File: config.mk
export PLATFORM = sky130hd
export DESIGN_NAME = trpft_update
export DESIGN_NICKNAME = d
export VERILOG_FILES = /design/src/hdl/trpft_pkg.sv /design/src/hdl/trpft_update.sv
export SDC_FILE = /design/constraint.sdc
export NUM_CORES = 1
export LEC_CHECK = 0
export BUFFER_PORTS_ARGS = -buffer_cell sky130_fd_sc_hd__buf_4
export CAP_MARGIN = 30
export CORE_ASPECT_RATIO = 2
export CORE_MARGIN = 3
export CORE_UTILIZATION = 60
export DETAILED_ROUTE_END_ITERATION = 8
export GPL_ROUTABILITY_DRIVEN = 0
export GPL_TIMING_DRIVEN = 1
export MAX_ROUTING_LAYER = met4
export PLACE_DENSITY = 0.81
export SLEW_MARGIN = 0
export SYNTH_ARGS = -nofsm -noshare
export SYNTH_HDL_FRONTEND = slang
export SYNTH_SLANG_ARGS = --single-unit
File: constraint.sdc
create_clock -name vclk -period 24.8
set_clock_uncertainty 0.15 [all_clocks]
set_input_delay 4.96 -clock vclk [all_inputs]
set_output_delay 4.96 -clock vclk [all_outputs]
set_load 0.02 [all_outputs]
File: src/hdl/trpft_pkg.sv
package trpft_pkg;

  localparam int unsigned OP_W      = 3;
  localparam int unsigned PAGE_W    = 10;
  localparam int unsigned OFFSET_W  = 12;
  localparam int unsigned COUNT_W   = 32;
  localparam int unsigned RUN_OUT_W = 13;
  localparam int unsigned KIND_W    = 2;

  typedef enum logic [OP_W-1:0] {
    OP_MARK           = 3'd0,
    OP_COUNT_CACHED   = 3'd1,
    OP_COUNT_MISSING  = 3'd2,
    OP_INVALIDATE     = 3'd3,
    OP_CLEAR_PAGE     = 3'd4
  } op_t;

  localparam logic [KIND_W-1:0] KIND_NONE    = 2'd0;
  localparam logic [KIND_W-1:0] KIND_CHANGED = 2'd1;
  localparam logic [KIND_W-1:0] KIND_DROPPED = 2'd2;
  localparam logic [KIND_W-1:0] KIND_UNUSED  = 2'd3;

  typedef enum logic [1:0] {
    ST_CLEAR = 2'd0,
    ST_IDLE  = 2'd1,
    ST_EXEC  = 2'd2
  } fsm_state_t;

endpackage

File: src/hdl/trpft_update.sv
module trpft_update #(
  parameter int unsigned PAGE_SAMPLES = 4096
) (
  input  logic                                  req_ok,
  input  logic [trpft_pkg::OP_W-1:0]            operation,
  input  logic [trpft_pkg::OFFSET_W-1:0]        offset,
  input  logic [trpft_pkg::COUNT_W-1:0]         span_count,
  input  logic [$clog2(PAGE_SAMPLES+1)-1:0]     a0,
  input  logic [$clog2(PAGE_SAMPLES+1)-1:0]     a1,
  input  logic [$clog2(PAGE_SAMPLES+1)-1:0]     b0,
  input  logic [$clog2(PAGE_SAMPLES+1)-1:0]     b1,
  output logic [$clog2(PAGE_SAMPLES+1)-1:0]     new_a0,
  output logic [$clog2(PAGE_SAMPLES+1)-1:0]     new_a1,
  output logic [$clog2(PAGE_SAMPLES+1)-1:0]     new_b0,
  output logic [$clog2(PAGE_SAMPLES+1)-1:0]     new_b1,
  output logic [$clog2(PAGE_SAMPLES+1)-1:0]     run,
  output logic [trpft_pkg::KIND_W-1:0]          kind
);

  localparam int unsigned W = $clog2(PAGE_SAMPLES + 1);
  localparam int unsigned SUM_W = trpft_pkg::COUNT_W + 1;
  localparam logic [W-1:0] PS_W = W'(PAGE_SAMPLES);

  function automatic logic [W-1:0] min_run(input logic [W-1:0] s,
                                           input logic [trpft_pkg::COUNT_W-1:0] cnt,
                                           input logic [W-1:0] lim);
    logic [SUM_W-1:0] sum;
    sum = {1'b0, cnt} + SUM_W'(s);
    if (sum < SUM_W'(lim)) begin
      return W'(cnt);
    end else begin
      return lim - s;
    end
  endfunction

  logic [W-1:0] s;
  logic [W-1:0] n;
  logic [W-1:0] e;
  logic         in_a;
  logic         in_b;

  always_comb begin
    s    = W'(offset);
    n    = min_run(s, span_count, PS_W);
    e    = s + n;
    in_a = (a0 <= s) && (a1 >= e);
    in_b = (b0 <= s) && (b1 >= e);

    new_a0 = a0;
    new_a1 = a1;
    new_b0 = b0;
    new_b1 = b1;
    run    = '0;
    kind   = trpft_pkg::KIND_NONE;

    if (req_ok) begin
      unique case (operation)
        trpft_pkg::OP_MARK: begin
          if (n != '0) begin
            run = n;
            if (!in_a && !in_b) begin
              kind = trpft_pkg::KIND_CHANGED;
              priority if (a1 == '0) begin
                new_a0 = s;
                new_a1 = e;
              end else if ((a0 <= e) && (a1 >= e)) begin
                new_a0 = s;
              end else if ((a0 <= s) && (a1 >= s)) begin
                new_a1 = e;
                if ((b0 != '0) && (e >= b0)) begin
                  new_a1 = b1;
                  new_b0 = '0;
                  new_b1 = '0;
                end
              end else if ((b0 != '0) && (b0 <= e) && (b1 >= e)) begin
                new_b0 = s;
              end else if ((b0 != '0) && (b0 <= s) && (b1 >= s)) begin
                new_b1 = e;
              end else begin
                if (b0 != '0) begin
                  kind = trpft_pkg::KIND_DROPPED;
                end
                if (a1 < s) begin
                  new_b0 = s;
                  new_b1 = e;
                end else begin
                  new_b0 = a0;
                  new_b1 = a1;
                  new_a0 = s;
                  new_a1 = e;
                end
              end
            end
          end
        end
        trpft_pkg::OP_COUNT_CACHED: begin
          priority if ((a0 <= s) && (a1 > s)) begin
            run = min_run(s, span_count, a1);
          end else if ((b0 <= s) && (b1 > s)) begin
            run = min_run(s, span_count, b1);
          end else begin
            run = '0;
          end
        end
        trpft_pkg::OP_COUNT_MISSING: begin
          priority if ((a0 <= s) && (a1 > s)) begin
            run = '0;
          end else if ((b0 <= s) && (b1 > s)) begin
            run = '0;
          end else if (a0 > s) begin
            run = min_run(s, span_count, a0);
          end else if (b0 > s) begin
            run = min_run(s, span_count, b0);
          end else if (b1 <= s) begin
            run = n;
          end else begin
            run = '0;
          end
        end
        trpft_pkg::OP_INVALIDATE: begin
          if (n != '0) begin
            run = n;
            if ((a0 != '0) && (s <= a0)) begin
              new_a0 = '0;
              new_a1 = '0;
              new_b0 = '0;
              new_b1 = '0;
            end else if (s < a1) begin
              new_a1 = s;
              new_b0 = '0;
              new_b1 = '0;
            end else if ((b0 != '0) && (s <= b0)) begin
              new_b0 = '0;
              new_b1 = '0;
            end else if (s < b1) begin
              new_b1 = s;
            end
          end
        end
        trpft_pkg::OP_CLEAR_PAGE: begin
          new_a0 = '0;
          new_a1 = '0;
          new_b0 = '0;
          new_b1 = '0;
        end
        default: begin
          run = '0;
        end
      endcase
    end
  end

endmodule

==> results of run 1 <==
layer usage:
layer,GRT overflow,GRT usage (%)
met1,0,56.3
met3,0,27.3
met4,1,62.6
met5,-,-
met2,1,84.8
cells by family after synthesis:
kind of cell,Yosys count
AO/OA/AOI/OAI,508
XOR/XNOR,75
adder cells (fa/ha/maj),170
buffers and inverters,168
multiplexers,67
AND/OR/NAND/NOR,477
per-stage QoR:
| stage | worst slack, ns | util [%] | instance area (µm²) |
|---|---|---|---|
| CTS | 5.23 | 70.5 | 11600 |
| detailed placement | 5.27 | 70.5 | 11600 |
| global placement | 5.48 | 70.3 | 11600 |
| floorplan | 7.21 | - | 10200 |
==> results.md, run 1 <==
* Top cell type's share of synthesized area at 19.9%
* Port bufs at 167
* Post-CTS Hold Buffers at 0
* Synth Area in Compound Gates at 34.7%
* HPWL after detailed placement at 40700 µm
* Synthesized area at 10200 µm²
* # resized after CTS at 0
* Setup Buffers After CTS at 0
* Synth top cells by count: ha_1 (162), a21oi_1 (133), nor2_1 (133)
* Number of synthesis warnings at 0
* Syn Area/Cell at 6.95 µm²
* First Err: [ERROR GRT-0116] Global routing finished with congestion. Check the congestion regions in the DRC Viewer.
* Largest cells by area after synthesis: ha_1 (20%), a21oi_1 (6.5%), mux2i_1 (6.2%)
* Std-Cell Rows at 66
* # IOs at 167
* Synthesized netlist cell count at 1465
* Largest net degree at the start of global routing at 26
* Die height at 190 µm
* Placed insts at 1794
* Synth Area in XOR/XNOR at 6.72%
* Largest family of logic cells by synthesized area: compound AO/OA/AOI/OAI gates
* Mapped Nets at 1733
* Initial core utilization at 61.9%
* Post-synthesis simple-gate area fraction at 24.2%
* Status: aborted with a tool error
* Failing step: global routing
* GRT Overall Usage at 59.5%
* Vias in the first global route at 14200
* First-pass GRT wire length at 83200 µm
* Seq/Total Area, Yosys at 0%
* Count leader, synth: ha_1
* Mux contribution to synthesized area at 6.67%
* Netlist cell types at 90
* Congestion Overflow GR at 2
* Adder-cell share of the synthesized area at 21.3%
* Largest area contributor in the netlist: ha_1
* Die Wd at 98.1 µm
==> run 2: changes to the inputs <==
--- a/config.mk
+++ b/config.mk
@@ -7,14 +7,12 @@
 export LEC_CHECK = 0
 export BUFFER_PORTS_ARGS = -buffer_cell sky130_fd_sc_hd__buf_4
 export CAP_MARGIN = 30
-export CORE_ASPECT_RATIO = 2
 export CORE_MARGIN = 3
-export CORE_UTILIZATION = 60
+export CORE_UTILIZATION = 40
 export DETAILED_ROUTE_END_ITERATION = 8
 export GPL_ROUTABILITY_DRIVEN = 0
 export GPL_TIMING_DRIVEN = 1
-export MAX_ROUTING_LAYER = met4
-export PLACE_DENSITY = 0.81
+export PLACE_DENSITY_LB_ADDON = 0.15
 export SLEW_MARGIN = 0
 export SYNTH_ARGS = -nofsm -noshare
 export SYNTH_HDL_FRONTEND = slang
==> results.md, run 2 <==
* Status: completed
* Fraction of layout cells with a size suffix above 1 at 14.0%
* Vias in the first global route at 12000
* Slew HR at 35.3%
* CP max stage cell: o311ai_0
* Top cell by count, worst path: o21ai_0
* Syn Area/Cell at 6.95 µm² (unchanged)
* Initial antenna violation count at 0
* Most common cell after layout, fill and taps aside: buf_4
* Via count at 12800
* Remaining antenna violation count at 0
* Max Fclk at 49.9 MHz
* Hold Vio Cnt, Final at 0
* First-pass GRT wire length at 71600 µm
* Netlist cell types at 90 (unchanged)
* Setup_tns at 0 ns
* Worst path max stage delay at 0.82 ns
* Via density at 6.67
* WS Path Type: primary input to output pin
* Final setup viols at 0
* Util after Layout at 47.5%
* Slew Viols, Final at 0
* Mapped Nets at 1733 (unchanged)
* Final-layout fill cell count at 2578
* Seq/Total Area, Yosys at 0% (unchanged)
* Synth top cells by count: ha_1 (162), a21oi_1 (133), nor2_1 (133)
* Number of synthesis warnings at 0 (unchanged)
* Actual slew at the worst max-slew pin at 0.968 ns
* Top cell type's share of synthesized area at 19.9% (unchanged)
* Ant diodes at 0
* Clock period minus worst slack at 20.05 ns
* HPWL after detailed placement at 39500 µm (-3.1%)
* P_leak at 5.54 nW
* Pint at 0.000146 W
* Area Overhead vs Synth at 15.1%
* Hold EP: new_b0[0]
* Post-CTS Hold Buffers at 0 (unchanged)
* Final setup margin at 4.75 ns
* WP data required at 19.69 ns
* Multi-input gate area at 9520 µm²
* Clock buffers at 0
* GRT Overall Usage at 34.1%
* Largest net degree at the start of global routing at 26
* Wire length per cell at 25.2 µm
* Router iterations before antenna repair at 7
* # resized after CTS at 0 (unchanged)
* Iter 0 DRT Violations at 1551
* Synthesized netlist cell count at 1465 (unchanged)
* Worst slack at placement at 5.12 ns (-0.145 ns)
* FF/Latch Area at 0 µm²
* Power share of the sequential group at 0%
* Port bufs at 167 (unchanged)
* Tcrit/Tclk final at 80.9%
* Count leader, synth: ha_1
* Setup Buffers After CTS at 0 (unchanged)
* Hold path depth at 4
* Clock network power share at 0%
* Comb pwr share at 100.0%
* Net Sw Frac at 61.6%
* Crit path launch type: primary input
* Std-Cell Rows at 57 (-14%)
* WL final at 48200 µm
* Most frequent cells in the layout: buf_4 (179), ha_1 (162), nor2_1 (133), a21oi_1 (133), inv_1 (113)
* Initial core utilization at 41.3% (-21 points)
* Max_cap viols at 0
* DRC Markers at 0
* Hold crit path type: primary input to output pin
* Peak supply drop at 0.0188 mV
* Largest area contributor in the netlist: ha_1
* Die height at 166 µm (-13%)
* Core Footprint at 24700 µm²
* RSZ-0062 raised after global routing: no
* # IOs at 167 (unchanged)
* Worst setup EP type: output pin
* Die Wd at 166 µm (+69%)
* Die area at 27400 µm²
* Pwr Density at 32.5 nW/µm²
* Arrival time at the worst endpoint at 14.94 ns
* Congestion Overflow GR at 0
* Crit-path max FO at 21
* Hold Startpoint: b0[0]
* Largest cells by area after synthesis: ha_1 (20%), a21oi_1 (6.5%), mux2i_1 (6.2%)
* Sw power at 0.000235 W
* Final #Nets at 1861
* Number of sequential cells at 0
* Synthesized area at 10200 µm² (unchanged)
run 2: cell counts after synthesis:
No cell type changed its count.
run 2: worst max-delay path by stage:
stage              start    endpoint  cells past startpoint  slack (ns)
2_1_floorplan  offset[1]  new_b1[12]                     31        7.21
3_3_place_gp   offset[1]   new_a0[0]                     32        5.19
3_5_place_dp   offset[1]   new_a0[0]                     33        5.12
4_1_cts        offset[1]   new_b0[5]                     31        5.10
5_1_grt        offset[1]   new_b0[5]                     31        4.03
6_report       offset[1]   new_b0[5]                     31        4.75
run 2: critical path: cells and delay by family:
kind	cells	cell delay [ns]
AOI/OAI and AO/OA	12	3.87
xor gates and xnor gates	2	0.64
adders and majority gates	5	1.79
buffers and inverters	4	0.77
muxes	1	0.57
and+or+nand+nor	7	2.32
run 2: power groups by stage:
stage / clock [W] / combinational [W] / sequential [W]
6_report: 0 / 0.000381 / 0
5_1_grt: 0 / 0.000412 / 0
4_1_cts: 0 / 0.000370 / 0
3_5_place_dp: 0 / 0.000368 / 0
3_3_place_gp: 0 / 0.000364 / 0
2_1_floorplan: 0 / 0.000246 / 0
run 2: final cells by class:
cell class / count / share of cell area [%]
tap: 324 / 3.46
timing repair buffer: 181 / 11.7
inverter: 113 / 3.62
multi-input combinational: 1297 / 81.2
run 2: logic make-up after synthesis:
logic type | count (synthesis) | share of synthesized area, %
xor gates and xnor gates | 75 | 6.72
buffers and inverters | 168 | 6.47
adders and majority gates | 170 | 21.3
muxes | 67 | 6.67
AOI/OAI and AO/OA | 508 | 34.7
and+or+nand+nor | 477 | 24.2
run 2: metrics by stage:
step                      power (W)  instance area (µm²)  hold WS [ns]  std cells
after detailed placement   0.000368                11700         10.11       1915
after CTS                  0.000370                11700         10.12       1915
after floorplan            0.000246                10200          9.95       1465
after global routing       0.000412                11700         10.13       1915
final                      0.000381                11700         10.12       1915
after global placement     0.000364                11700         10.11       1911
run 2: routing by layer:
metal	vias to the layer above	share of wire (%)	global-route usage [%]
li1	5830	-	-
met1	5939	41	46.3
met2	859	43	53.8
met3	149	11	5.89
met4	0	4.6	12.6
met5	-	0	0
No activity file was read; power rests on OpenSTA's default activity.
